$ cat config.mk
export PLATFORM = sky130hd
export DESIGN_NAME = learned_marker_frame_deframer_core
export DESIGN_NICKNAME = d
export VERILOG_FILES = /design/src/rtl/core/lmfd_pkg.sv /design/src/rtl/core/learned_marker_frame_deframer_core.sv /design/src/rtl/core/lmfd_ctrl.sv /design/src/rtl/core/lmfd_outreg.sv
export SDC_FILE = /design/constraint.sdc
export NUM_CORES = 1
export LEC_CHECK = 0
export BUFFER_PORTS_ARGS = -buffer_cell sky130_fd_sc_hd__clkbuf_2
export CORE_MARGIN = 2
export CORE_UTILIZATION = 45
export CTS_BUF_LIST = sky130_fd_sc_hd__clkbuf_8
export DETAILED_ROUTE_END_ITERATION = 8
export GPL_ROUTABILITY_DRIVEN = 0
export GPL_TIMING_DRIVEN = 0
export PLACE_DENSITY = 0.74
export SLEW_MARGIN = 20
export SYNTH_ARGS = -nofsm -noshare
export SYNTH_HDL_FRONTEND = slang
export SYNTH_SLANG_ARGS = --single-unit
$ cat constraint.sdc
create_clock -name clk -period 4.4 [get_ports clk]
set_clock_uncertainty 0.2 [all_clocks]
set_input_delay 1.32 -clock clk [delete_from_list [all_inputs] [get_ports clk]]
set_output_delay 1.32 -clock clk [all_outputs]
set_load 0.005 [all_outputs]
$ cat src/rtl/core/lmfd_pkg.sv
`default_nettype none
package lmfd_pkg;

	localparam int LENGTH_BITS = 16;
	localparam logic [15:0] LEN_MASK = 16'((32'd1 << LENGTH_BITS) - 32'd1);

	typedef enum logic [2:0] {
		PH_HDR0 = 3'd0,
		PH_HDR1 = 3'd1,
		PH_LEN0 = 3'd2,
		PH_LEN1 = 3'd3,
		PH_PAY  = 3'd4,
		PH_FTR0 = 3'd5,
		PH_FTR1 = 3'd6
	} phase_t;

	typedef enum logic [1:0] {
		K_PAY  = 2'd0,
		K_GOOD = 2'd1,
		K_BAD  = 2'd2,
		K_DROP = 2'd3
	} kind_t;

	typedef struct packed {
		kind_t       kind;
		logic [7:0]  out_byte;
		logic [15:0] frame_length;
		logic        first_frame;
	} res_t;

endpackage
`default_nettype wire

$ cat src/rtl/core/learned_marker_frame_deframer_core.sv
`default_nettype none
// Header / length / footer deframer with learned markers.
//
// Upstream channel (up_valid, up_stall, data_byte): one raw stream byte per
// word. Downstream channel (dn_valid, dn_stall, kind, out_byte,
// frame_length, first_frame): zero or one result word per input byte.
// A frame is a 2-byte header, a little-endian length, the payload and a
// 2-byte footer. The first frame after reset sets the header and footer
// markers; later frames are checked against them.
// A byte is registered in the input register on acceptance, and the parser
// steps on it once its result has somewhere to go. Its result (if any) is then
// loaded into the output register, which drives dn_valid. Throughput is one
// byte per clock while the receiver does not stall.
// Reset clears the parser to "waiting for header", forgets the learned
// markers and empties both registers. When the receiver stalls, the output
// register holds; a byte that gives no result still passes through, and a
// byte that needs the held output register waits in the input register,
// which raises up_stall.
module learned_marker_frame_deframer_core (
	input  wire              clk,
	input  wire              arst_n,
	input  wire              up_valid,
	output logic             up_stall,
	input  wire  [7:0]       data_byte,
	output logic             dn_valid,
	input  wire              dn_stall,
	output logic [1:0]       kind,
	output logic [7:0]       out_byte,
	output logic [15:0]      frame_length,
	output logic             first_frame
);
	import lmfd_pkg::*;

	logic       valid_s1;
	logic [7:0] byte_s1;
	logic       has_res;
	logic       out_free;
	logic       go;
	res_t       res;
	res_t       res_out;

	// Parser steps when a byte is held and its result has somewhere to go.
	assign go       = valid_s1 & (~has_res | out_free);
	assign up_stall = valid_s1 & ~go;

	always_ff @(posedge clk or negedge arst_n) begin
		if (!arst_n) begin
			valid_s1 <= 1'b0;
		end else if (!up_stall) begin
			valid_s1 <= up_valid;
		end
	end

	always_ff @(posedge clk) begin
		if (up_valid && !up_stall)
			byte_s1 <= data_byte;
	end

	lmfd_ctrl u_ctrl (
		.clk     (clk),
		.arst_n  (arst_n),
		.go      (go),
		.byte_s1 (byte_s1),
		.has_res (has_res),
		.res     (res)
	);

	lmfd_outreg u_outreg (
		.clk      (clk),
		.arst_n   (arst_n),
		.load     (go & has_res),
		.res_in   (res),
		.dn_stall (dn_stall),
		.free     (out_free),
		.dn_valid (dn_valid),
		.res_out  (res_out)
	);

	assign kind         = res_out.kind;
	assign out_byte     = res_out.out_byte;
	assign frame_length = res_out.frame_length;
	assign first_frame  = res_out.first_frame;

endmodule
`default_nettype wire

$ cat src/rtl/core/lmfd_ctrl.sv
`default_nettype none
// Frame parser: state registers plus one step of next-state logic per word.
module lmfd_ctrl (
	input  wire              clk,
	input  wire              arst_n,
	input  wire              go,
	input  wire  [7:0]       byte_s1,
	output logic             has_res,
	output lmfd_pkg::res_t   res
);
	import lmfd_pkg::*;

	phase_t      phase_q, phase_n;
	logic [7:0]  held_q, held_n;
	logic [15:0] hdr_q, hdr_n;
	logic [15:0] ftr_q, ftr_n;
	logic        learned_q, learned_n;
	logic [15:0] len_q, len_n;
	logic [15:0] left_q, left_n;
	logic [15:0] word;
	logic [15:0] len_full;

	always_comb begin
		phase_n   = phase_q;
		held_n    = held_q;
		hdr_n     = hdr_q;
		ftr_n     = ftr_q;
		learned_n = learned_q;
		len_n     = len_q;
		left_n    = left_q;
		has_res   = 1'b0;
		word      = {byte_s1, held_q};
		len_full  = {byte_s1, len_q[7:0]} & LEN_MASK;
		res.kind         = K_PAY;
		res.out_byte     = 8'h00;
		res.frame_length = len_q;
		res.first_frame  = ~learned_q;
		case (phase_q)
			PH_HDR1: begin
				if (learned_q && word != hdr_q) begin
					has_res          = 1'b1;
					res.kind         = K_DROP;
					res.frame_length = 16'h0000;
					held_n           = byte_s1;
				end else begin
					if (!learned_q)
						hdr_n = word;
					phase_n = PH_LEN0;
				end
			end
			PH_LEN0: begin
				len_n   = {8'h00, byte_s1};
				phase_n = PH_LEN1;
			end
			PH_LEN1: begin
				len_n   = len_full;
				left_n  = len_full;
				phase_n = (len_full == 16'h0000) ? PH_FTR0 : PH_PAY;
			end
			PH_PAY: begin
				has_res      = 1'b1;
				res.out_byte = byte_s1;
				left_n       = left_q - 16'd1;
				if (left_q == 16'd1)
					phase_n = PH_FTR0;
			end
			PH_FTR0: begin
				held_n  = byte_s1;
				phase_n = PH_FTR1;
			end
			PH_FTR1: begin
				has_res = 1'b1;
				if (!learned_q) begin
					ftr_n     = word;
					learned_n = 1'b1;
					res.kind  = K_GOOD;
				end else begin
					res.kind = (word == ftr_q) ? K_GOOD : K_BAD;
				end
				phase_n = PH_HDR0;
			end
			default: begin
				// first header byte, and the unused code
				held_n  = byte_s1;
				phase_n = PH_HDR1;
			end
		endcase
	end

	always_ff @(posedge clk or negedge arst_n) begin
		if (!arst_n) begin
			phase_q   <= PH_HDR0;
			held_q    <= 8'h00;
			hdr_q     <= 16'h0000;
			ftr_q     <= 16'h0000;
			learned_q <= 1'b0;
			len_q     <= 16'h0000;
			left_q    <= 16'h0000;
		end else if (go) begin
			phase_q   <= phase_n;
			held_q    <= held_n;
			hdr_q     <= hdr_n;
			ftr_q     <= ftr_n;
			learned_q <= learned_n;
			len_q     <= len_n;
			left_q    <= left_n;
		end
	end

endmodule
`default_nettype wire

$ cat src/rtl/core/lmfd_outreg.sv
`default_nettype none
// Result register; loads only when empty or being drained.
module lmfd_outreg (
	input  wire              clk,
	input  wire              arst_n,
	input  wire              load,
	input  lmfd_pkg::res_t   res_in,
	input  wire              dn_stall,
	output logic             free,
	output logic             dn_valid,
	output lmfd_pkg::res_t   res_out
);
	import lmfd_pkg::*;

	logic valid_q;
	res_t res_q;

	assign free     = ~valid_q | ~dn_stall;
	assign dn_valid = valid_q;
	assign res_out  = res_q;

	always_ff @(posedge clk or negedge arst_n) begin
		if (!arst_n) begin
			valid_q <= 1'b0;
		end else if (free) begin
			valid_q <= load;
		end
	end

	always_ff @(posedge clk) begin
		if (free && load)
			res_q <= res_in;
	end

endmodule
`default_nettype wire

==> metrics <==
antenna cell count 0; DRC 0; slowest stage delay, CP 380 ps; Vias/cell 5.56; post-route ant nets 0; Setup TNS 0 ps; initial antenna violation count 0; Slew Limit Fails 0; Std-Cell Rows 39; Worst Max-Slew Pin Slew 652 ps; Yosys cell types 43; EDFF count, synth 35; Clk Latency, worst-skew pair 430 ps; post-cts resize count 0; arrival time of the worst setup path 2500 ps; Async SR Flop Fraction 0.690; post-synthesis area per instance 12.0 um2; Final min period 4020 ps; Main synth FF type dfrtp_1; Die ar. 0.0124 mm2; Fmax 249 MHz; Die Y 111 um; Clk pin slew, worst setup/hold paths 70 ps; largest net degree at the start of global routing 52; Overflow after GRT 0; area of the multi-input gates 0.00199 mm2; flop-to-flop setup slack 1420 ps; clock sink count 113; H-tree Lvls 4; Final nets 505; Slowest cell on crit path edfxtp_1; Final Hold Fails 0; register bit total from synthesis 113; Reg area 0.00300 mm2; cells after synthesis 430; HPWL after DPL 7460 um; wire length of the first global-routing pass 18,800 um; synthesis-to-layout area growth 16.0%; Hold Path Class reg -> reg; YS warnings 0; vias in the first global route 3,695; Critical Path Source Type register; clock root cell clkbuf_8; commonest cells after routing, fill and taps aside 78 x dfrtp_1, 40 x nand2_1, 40 x mux2_2; Critical Path Sink Type primary output; maxcap violations 0; Total Routing Usage GR 0.192; Cell Area, Synth 0.00517 mm2; RSZ-0062 raised after global routing false; # hold bufs at CTS 0; routed via count 3,596; placed insts 615; Slew HR 0.564; Placeable Area 0.0113 mm2; sequential area share after synthesis 0.581; Cell Pwr Density 620 mW/mm2; WS Path Type reg -> out; commonest non-fill, non-tap cell in the layout dfrtp_1; Setup Buffers After CTS 0; Post-Synthesis Net Count 444; First DRT Iteration DRCs 258; cells along the critical path buf_6, xor2_1, nor4_2, nand4_1, and3_2, o21ai_1, nor2_1, clkbuf_2; WHS 277 ps; status finished, final reports clean; WP data required 2880 ps; CTS max path bufs 2; LEAKAGE 2.62 nW; drt first pass iters 8; Layout fillers 973; die width 111 um; Finished Layout Cells 647; Total Wirelength 10,900 um; Setup Viol. Count Final 0; # IOs 41; CTS tree yes; crit-path max FO 10; period utilisation layout 0.914; IO Port Bufs 40; Avg WL per Cell 16.9 um; cts bufs inserted 17; Initial Utilization 0.457; worst ir drop on vdd 291 uV; fraction of layout cells with a size suffix above 1 0.278
-- cell type report --
type,count,share of cell area
Sequential cell,113,0.501
Multi-Input combinational cell,281,0.332
Timing Repair Buffer,42,0.0403
Clock buffer,17,0.0390
Tap cell,143,0.0298
Clock inverter,15,0.0284
Buffer,29,0.0252
Inverter,7,0.00438
-- kinds of logic (layout without fill, tap and decap cells) --
kind of cell | Yosys count | count (layout) | synth area share
simple gates | 124 | 124 | 0.125
flops | 113 | 113 | 0.581
compound gates | 75 | 75 | 0.0908
mux | 48 | 48 | 0.110
buf+inv | 36 | 110 | 0.0344
xor+xnor | 32 | 32 | 0.0542
fa+ha+maj | 2 | 2 | 0.00484
-- power breakdown --
group | internal (mW) | total (mW) | switching [mW]
Clock | 0.518 | 1.00 | 0.485
Combinational | 0.485 | 1.08 | 0.595
Sequential | 1.41 | 1.63 | 0.228
Total | 2.41 | 3.72 | 1.31
-- metrics by stage --
stage | total power, mW | worst slack, ps | utilization | area [um2]
global placement | 2.65 | 116 | 0.490 | 5550
finish | 3.72 | 377 | 0.530 | 6000
detailed placement | 2.72 | 683 | 0.494 | 5590
floorplan | 2.36 | 714 | - | 5170
CTS | 3.73 | 208 | 0.530 | 6000
global route | 3.95 | 160 | 0.530 | 6000
-- layer usage --
layer,wire (um),global-route usage,share of wire
met1,4860,0.262,0.44
met2,5240,0.301,0.48
met3,549,0.0339,0.050
met4,272,0.0889,0.025
met5,0,0,0
-- final timing paths --
| check | endpoint | cells past startpoint | start |
|---|---|---|---|
| min in group asynchronous | u_outreg.dn_valid | 1 | arst_n |
| worst min-delay path | u_ctrl.len_q[15] | 2 | u_ctrl.len_q[15] |
| worst min register to register | u_ctrl.len_q[15] | 2 | u_ctrl.len_q[15] |
| worst max register to register | u_outreg.res_out[9] | 9 | byte_s1[5] |
| max in group asynchronous | u_ctrl.phase_q[2] | 2 | arst_n |
| worst max-delay path | up_stall | 8 | byte_s1[0] |
-- cells in the mapped netlist, types with 2 or more instances --
master | number | share of area
dfrtp_1 | 78 | 0.38
mux2_2 | 40 | 0.087
nand2_1 | 40 | 0.029
edfxtp_1 | 35 | 0.20
o21ai_0 | 30 | 0.029
clkbuf_1 | 19 | 0.014
nor2_1 | 18 | 0.013
nor2b_1 | 17 | 0.021
xnor2_1 | 16 | 0.027
xor2_1 | 16 | 0.027
a21oi_1 | 15 | 0.015
nor4_1 | 10 | 0.012
and3_1 | 9 | 0.011
mux2_4 | 8 | 0.023
a2bb2oi_1 | 7 | 0.012
inv_1 | 7 | 0.0051
nand4_1 | 7 | 0.0085
nor3_1 | 5 | 0.0048
o22ai_1 | 5 | 0.0061
buf_2 | 4 | 0.0039
buf_6 | 4 | 0.0087
o2bb2ai_1 | 4 | 0.0068
or3_1 | 4 | 0.0048
nand3_1 | 3 | 0.0029
nor4_2 | 3 | 0.0073
o41ai_1 | 3 | 0.0051
and3_2 | 2 | 0.0029
buf_4 | 2 | 0.0029
ha_1 | 2 | 0.0048
nand2b_1 | 2 | 0.0024
nor3b_1 | 2 | 0.0029
o21bai_1 | 2 | 0.0029
-- state kept, by name (all words and copies together), names as in the netlist --
name,count
u_ctrl.hdr_q,16
u_ctrl.phase_q,3
u_outreg.res_out,27
byte_s1,8
valid_s1,1
u_ctrl.held_q,8
u_ctrl.ftr_q,16
u_outreg.dn_valid,1
u_ctrl.left_q,16
u_ctrl.learned_q,1
u_ctrl.len_q,16
-- critical path, delay by kind of cell (launching register included) --
kind,cells,cell delay [ps]
xor+xnor,1,180
compound gates,1,350
buf+inv,2,300
flops,1,380
simple gates,4,880
No activity file was read; power rests on OpenSTA's default activity.
